### src/rtl/tajb_pkg.sv
package tajb_pkg;

	localparam int DEPTH_DEF       = 1024;
	localparam int SAMPLE_BITS_DEF = 16;
	localparam int ID_W            = 48;
	localparam int VAL_W           = 16;
	localparam int GAIN_W          = 16;
	localparam int FRAC_BITS       = 12;
	localparam int FIFO_DEPTH      = 2;

	typedef enum logic {
		OP_WRITE = 1'b0,
		OP_READ  = 1'b1
	} op_t;

	typedef enum logic {
		BK_RUN,
		BK_FILL
	} back_state_t;

	// Register indexes on the configuration channel.
	typedef enum logic {
		REG_SOURCE_CH = 1'b0,
		REG_OUTPUT_CH = 1'b1
	} reg_idx_t;

	typedef struct packed {
		op_t                      op;
		logic [ID_W-1:0]          frame_id;
		logic signed [VAL_W-1:0]  v0;
		logic signed [VAL_W-1:0]  v1;
		logic [GAIN_W-1:0]        gain;
		logic                     last;
	} item_t;

	// Channel settings after clamping: a value of 0 acts as 1, a value of 3 as 2.
	typedef struct packed {
		logic two_src;
		logic two_out;
	} chan_cfg_t;

endpackage

### src/rtl/tajb_front.sv
module tajb_front (
	input  logic                clk,
	input  logic                arst_n,
	input  logic                push,
	input  tajb_pkg::item_t     push_item,
	output logic                full,
	input  logic                pop,
	output logic                avail,
	output tajb_pkg::item_t     head_item
);

	localparam int PW = $clog2(tajb_pkg::FIFO_DEPTH);

	tajb_pkg::item_t   fifo_q [tajb_pkg::FIFO_DEPTH];
	logic [PW-1:0]     wr_ptr_q;
	logic [PW-1:0]     rd_ptr_q;
	logic [PW:0]       cnt_q;
	logic              do_push;
	logic              do_pop;

	assign full      = (cnt_q == (PW+1)'(tajb_pkg::FIFO_DEPTH));
	assign avail     = (cnt_q != '0);
	assign head_item = fifo_q[rd_ptr_q];
	assign do_push   = push && !full;
	assign do_pop    = pop && avail;

	always_ff @(posedge clk) begin
		if (do_push) begin
			fifo_q[wr_ptr_q] <= push_item;
		end
	end

	always_ff @(posedge clk or negedge arst_n) begin
		if (!arst_n) begin
			wr_ptr_q <= '0;
			rd_ptr_q <= '0;
			cnt_q    <= '0;
		end else begin
			if (do_push) begin
				wr_ptr_q <= wr_ptr_q + 1'b1;
			end
			if (do_pop) begin
				rd_ptr_q <= rd_ptr_q + 1'b1;
			end
			case ({do_push, do_pop})
				2'b10:   cnt_q <= cnt_q + 1'b1;
				2'b01:   cnt_q <= cnt_q - 1'b1;
				default: cnt_q <= cnt_q;
			endcase
		end
	end

endmodule

### config.mk
export PLATFORM = sky130hd
export DESIGN_NAME = tajb_front
export DESIGN_NICKNAME = d
export VERILOG_FILES = /design/src/rtl/tajb_pkg.sv /design/src/rtl/tajb_front.sv
export SDC_FILE = /design/constraint.sdc
export NUM_CORES = 1
export LEC_CHECK = 0
export CORE_MARGIN = 2
export CORE_UTILIZATION = 64
export CTS_CLUSTER_DIAMETER = 30
export DETAILED_ROUTE_END_ITERATION = 6
export DONT_BUFFER_PORTS = 1
export PLACE_DENSITY = 0.8
export SYNTH_ARGS = -nofsm -noshare
export SYNTH_HDL_FRONTEND = slang
export SYNTH_SLANG_ARGS = --single-unit
### constraint.sdc
create_clock -name clk -period 12.6 [get_ports clk]
set_clock_uncertainty 0.2 [all_clocks]
set_input_delay 1.89 -clock clk [delete_from_list [all_inputs] [get_ports clk]]
set_output_delay 1.89 -clock clk [all_outputs]
set_load 0.02 [all_outputs]
Yosys cells after proc, flatten, opt, wreduce, memory -nomap -nowiden
Memory sizes are Yosys's and may differ from the RTL's.
Cells that the tools add are included.
Storage, ports and cells
  flip-flop bits (word level): 4
  bits in latches: 0
  RAM bits: 196
  ROM bits: 0
  output and inout port bits: 100
  memories kept: 1
Cells by class
  $add $sub $neg: 4
  multipliers: 0
  divide/modulo/power cells: 0
  magnitude comparators: 0
  eq/ne operators: 3
  shift operators: 0
  multiplexer cells: 3
  bitwise logic cells: 0
  reductions and logical operators: 5
Memory list
  fifo_q: depth 2, width 98, read ports 1, clocked after Yosys merged registers in 0, write ports 1, line tajb_front.sv:14  | tajb_pkg::item_t fifo_q [tajb_pkg::FIFO_DEPTH];
Operators by type and width (count)
  $eq 2x2->1 const B: 2
  $pmux 2 s2: 1
  $reduce_bool 2->1: 2
  $add 1x1->1 const B: 2
  $add 2x1->2 const B: 1
  $eq 2x1->1 const B: 1
  $logic_and 1x1->1: 2
  $mux 1: 2
  $sub 2x1->2 const B: 1
  $logic_not 1->1: 1

Longest topological paths before layout
Gate-level depths: netlist (run 1).
  word-level depth: 5
  mapped depth: 6

Least setup slack after synthesis (run 1)
Ideal clock, no wire load.
  kind: input -> register
  from: input port push
  to: memory fifo_q[0][0] (netlist bit), enable pin
  library setup time: 555 ps
  data arrival time: 6063 ps
  required time: 11845 ps
  path slack: 5781 ps
  cell stages on the path: 2
  path buffers: 0
  cell sequence: nand2_1 nor2_1
On the way
  cells in the longest elaborated chain, start to end: 3
RTL lines
  from (decl): line tajb_front.sv:4  | input logic push,
  $logic_and 1x1->1: line tajb_front.sv:24  | assign do_push = push && !full;
  $mux 1: line tajb_front.sv:28  | if (do_push) begin
  $mux 1 (implied by the code): line tajb_front.sv:29  | fifo_q[wr_ptr_q] <= push_item;
  to (decl): line tajb_front.sv:14
Every way passes these cells.

==> metrics.cfg, run 1 <==
[hold_path]
holdCritPathClass=reg2reg
holdPathStages=1

[pwr]
swShare=0.326
power-per-cell-area_nw_per_um2=254
pwr-share-clk=0.240
seqPwrFrac=0.471
ir_worst_vdd_mv=0.213
p_comb_frac=0.289
p_int_mw=1.37
power_mw=2.03
p_leak_nw=2.63
p_switching_mw=0.661

[place]
dp.cells=455
place.gp.congestion=0.728
placed_cell_area_um2=7440
io_buffers=0
post-place-ws_ns=8.29

[logic_synthesis]
synth_commonest_cells=edfxtp_1, mux2_2, mux2_4
synth.cell_area_um2=7300
netlist.area_leader.share=0.806
ys_seq_elements=200
yosys.area.top_type=edfxtp_1
synth_nets=426
synth_edf_count=196
synth.mux.area_fraction=0.156
seq_area_frac_synth=0.820
synthSimpleGateAreaFrac=0.00531
synth_top_family_by_area=multiplexers
synth_area_leaders=edfxtp_1, mux2_2, mux2_4
syn_area_per_cell_um2=22.6
synth_cells=323
synth_fa_ha_area_frac=0.00171
synth_cell_type_count=16
yosysWarnings=0
synthArstFlopShare=0.0200
synth_most_common_cell=edfxtp_1
synth-main-ff-cell=edfxtp_1
synth_compound_area_frac=0
synth_xor_area_frac=0.00600

[clock_network]
htreeDepth=4
clock-sinks=200
postCtsHoldBufs=0
cts_buffer_depth=2
cts_root_buf=clkbuf_16
cts_inserted_buffers=17
post_cts_buffers=0
cts_resized=0
clk_latency_ns=0.42
cts_tree=done
clk_pin_slew_ns=0.07

[detailed_routing]
ant_nets=0
viasPerCell=5.99
finalWirelength_um=11500
first_pass_iters=4
wl_per_cell_um=23.7
first_iter_violations=203
drc_errors=0
vias=2918

[die]
ioPinCount=202
row_count=38
dieHeight_um=111
start_util=0.665
core_um2=11000
die-area_um2=12300
fp.dieW_um=111

[worst_setup_path]
crit_arrival_ns=2.47
critPathCaptureType=primary output
critical_path_class=reg2out
critPathMaxFanout=84
rr_worst_depth=4
worstPathRequired_ns=10.51
start_kind=flip-flop

[sta]
fin_tns_setup_ns=0
finalCriticalPeriod_ns=4.56
rsz0062_at_grt=false
slew_violations=0
relSlewSlack=0.229
final_hold_viol_count=0
tightest_slew_ns=1.16
fin_ws_ns=8.04
finalCritPeriodShare=0.362
finalSetupViolCount=0
max_freq_mhz=219
whs_ns=0.297

[cells_and_area]
final_area_um2=7990
n_antenna_cell=0
finalNonFillerCells=487
final_core_util=0.727
drive_above_1_share=0.389
area_growth_pct=9.39
finalNetCount=437
fill_cells=626

[grt]
grt_max_degree=85
grt_pass1_vias=3133
track_usage=0.191
antenna_found_initial=0
grt_overflow=0
grt_pass1_wl_um=17500

[run]
maxCapViolCount=0

[run_status]
status=finished clean

[routing by layer]
| metal | vias up | GRT usage | part of all wire |
|---|---|---|---|
| met1 | 1452 | 0.204 | 0.35 |
| met2 | 147 | 0.311 | 0.50 |
| li1 | 1304 | - | - |
| met5 | - | 0 | 0 |
| met4 | 0 | 0.0850 | 0.017 |
| met3 | 15 | 0.106 | 0.12 |
[cell families after synthesis]
family | count (synthesis)
flip-flops | 200
adder cells (fa/ha/maj) | 1
XOR/XNOR | 5
buffers and inverters | 12
multiplexers | 98
AND/OR/NAND/NOR | 7
[critical path, cell delays in order (launching register included)]
cell     delay (ns)
dfrtp_4        0.56
buf_4          0.85
mux2_2         0.50
[power by group through the flow]
| stage | sequential [mW] | clock [mW] | combinational [mW] |
|---|---|---|---|
| after floorplan | 0.966 | 0 | 0.528 |
| after global placement | 0.961 | 0 | 0.590 |
| after detailed placement | 0.972 | 0 | 0.595 |
| after CTS | 0.958 | 0.497 | 0.596 |
| after global routing | 0.970 | 0.527 | 0.621 |
| final | 0.956 | 0.488 | 0.586 |
[cell usage in the layout (no fill, tap or decap), drive strengths merged]
master  count
edfxtp    196
mux2       98
clkbuf     22
clkinv      9
dfrtp       4
xnor2       3
buf         3
xor2        2
inv         2
nor2        2
nand2b      1
nand2       1
or2         1
and2        1
and3        1
ha          1
[worst paths after layout]
kind                            startpoint            end  slack, ns
max in group asynchronous           arst_n       rd_ptr_q      11.17
worst max register to register    cnt_q[0]   fifo_q[0][1]       9.61
worst min-delay path              cnt_q[1]       cnt_q[1]       0.30
worst min register to register    cnt_q[1]       cnt_q[1]       0.30
min in group asynchronous           arst_n       wr_ptr_q       0.96
worst max-delay path              rd_ptr_q  head_item[40]       8.04
[flip-flops by register name, indices dropped and copies added, names as in the netlist]
name,cells
rd_ptr_q,1
wr_ptr_q,1
fifo_q,196
cnt_q,2
[cell type report]
type / count / area, um2 / share of cell area
Clock buffer: 22 / 474 / 0.0594
Inverter: 1 / 3.75 / 0.000470
Sequential cell: 200 / 5990 / 0.750
Multi-Input combinational cell: 111 / 1250 / 0.156
Clock inverter: 10 / 71.3 / 0.00893
Timing Repair Buffer: 3 / 22.5 / 0.00282
Tap cell: 140 / 175 / 0.0219
No activity file was read; power rests on OpenSTA's default activity.
==> run 2: changes to the inputs <==
Settings changed: CORE_UTILIZATION 64 to 56, PLACE_DENSITY 0.8 to 0.74.
Clock period 12.6 ns to 3.8 ns, I/O delays scaled along.
==> run 2 against run 1 <==
Worst hold slack worse by 0.25 ns. Setup slack worse by 7.1 ns. Clock power rose to 3.9 times the previous value. Register-to-register slack worse by 8.0 ns. First-iteration DRC count up 32%. Die area up 14%. Design area up 2.3%. Largest power group unchanged.
==> metrics.cfg, run 2 (synthesized netlist as in run 1, its figures left out) <==
[run_status]
status=finished clean

[pwr]
ir_worst_vdd_mv=0.420
power-per-cell-area_nw_per_um2=859
p_leak_nw=2.69

[worst_setup_path]
critical_path.startpoint=rd_ptr_q
critPathMaxFanout=56
slowest_delay_ns=0.84
critPathCaptureType=primary output
critical_path_class=reg2out
r2r-start=cnt_q[0]
path_delay_family=flip-flops
worstPathRequired_ns=3.03
path_buf_inv=1
crit_arrival_ns=2.13
crit_chain=buf_12 > mux2_2
cp_slowest_cell=dfrtp_4
start_kind=flip-flop

[die]
fp.dieW_um=118
die-area_um2=14000
ioPinCount=202
row_count=41
core_um2=12700
start_util=0.576
dieHeight_um=118

[cells_and_area]
finalNetCount=439
area_growth_pct=11.9
largest_register=fifo_q
multi_input_comb_area_um2=1250
largest_register_ffs=196
n_antenna_cell=0
drive_above_1_share=0.384
final_common_cell=edfxtp_1
reg.largest.list=fifo_q (196), cnt_q (2)
final_core_util=0.645
layout.cells.most_common_list=edfxtp_1, mux2_2, clkbuf_16, mux2_4
fill_cells=859
area.sequential_um2=5990

[sta]
fin_ws_ns=0.897
rsz0062_at_grt=false
fin_tns_setup_ns=0
finalCritPeriodShare=0.764
finalCriticalPeriod_ns=2.90
finalSetupViolCount=0
slew_violations=0
final_hold_viol_count=0
max_freq_mhz=345
relSlewSlack=0.498
tightest_slew_ns=0.754

[place]
dp_hpwl_um=7600
io_buffers=0
post-place-ws_ns=1.33
place.gp.congestion=0.747

[clock_network]
cts_resized=0
cts_tree=done
clk_pin_slew_ns=0.07
htreeDepth=4
cts_inserted_buffers=17
cts_buffer_depth=2
clk_latency_ns=0.42
cts_root_buf=clkbuf_16
clock-sinks=200

[detailed_routing]
vias=2937
first_pass_iters=4
ant_nets=0
viasPerCell=5.64
first_iter_violations=268
wl_per_cell_um=22.2
finalWirelength_um=11600
drc_errors=0

[grt]
grt_pass1_wl_um=17800
grt_overflow=0
grt_max_degree=57
grt_pass1_vias=3276
track_usage=0.171
antenna_found_initial=0

[hold_path]
holdCritPathClass=in2reg
hold_start=push_item[15]

[run]
maxCapViolCount=0

[run 2: changes by cell type in the layout (fill, tap and decap cells not counted), sizes merged]
cell,delta
clkinvlp,+1
inv,-1
dlygate4sd3,+1
clkbuf,-5
buf,+1
bufinv,+5
[run 2: area by class of cell]
| cell class | count | share of cell area |
|---|---|---|
| clock buffer | 17 | 0.0521 |
| clock inverter | 15 | 0.0254 |
| inverter | 1 | 0.000460 |
| tap | 172 | 0.0263 |
| timing repair buffer | 5 | 0.00950 |
| multi-input combinational | 111 | 0.153 |
| sequential | 200 | 0.733 |
[run 2: routing by layer]
layer	track usage	up-vias	part of all wire
met5	0	-	0
met4	0.0806	0	0.022
met3	0.0936	21	0.12
li1	-	1303	-
met2	0.283	140	0.51
met1	0.179	1473	0.35
[run 2: worst paths after layout]
check / end / slack, ns / cells past startpoint
setup reg to reg: fifo_q[1][46] / 1.64 / 3
hold / removal: fifo_q[0][15] / 0.04 / 0
min in group asynchronous: cnt_q[1] / 0.23 / 1
hold reg to reg: cnt_q[1] / 0.30 / 1
setup / recovery: head_item[72] / 0.90 / 2
max in group asynchronous: rd_ptr_q / 2.97 / 1
[run 2: metrics by stage]
step	cell area, um2	cells	hold slack (ns)	total power [mW]
6_report	8170	521	0.0424	7.02
2_1_floorplan	7310	323	0.0744	4.93
5_1_grt	8170	521	0.0170	7.30
4_1_cts	8170	521	0.0228	7.09
3_5_place_dp	7520	488	0.0745	5.21
3_3_place_gp	7520	488	0.0745	5.17
[run 2: where the power goes]
group | total (mW) | internal [mW] | switching [mW]
sequential | 3.23 | 3.02 | 0.216
clock | 1.89 | 1.16 | 0.729
combinational | 1.90 | 0.655 | 1.24
[run 2: timing repair]
action                    in CTS  in global routing
hold endpoints to repair       4                  0
hold buffers                   1                  0
setup buffers                  0                  0
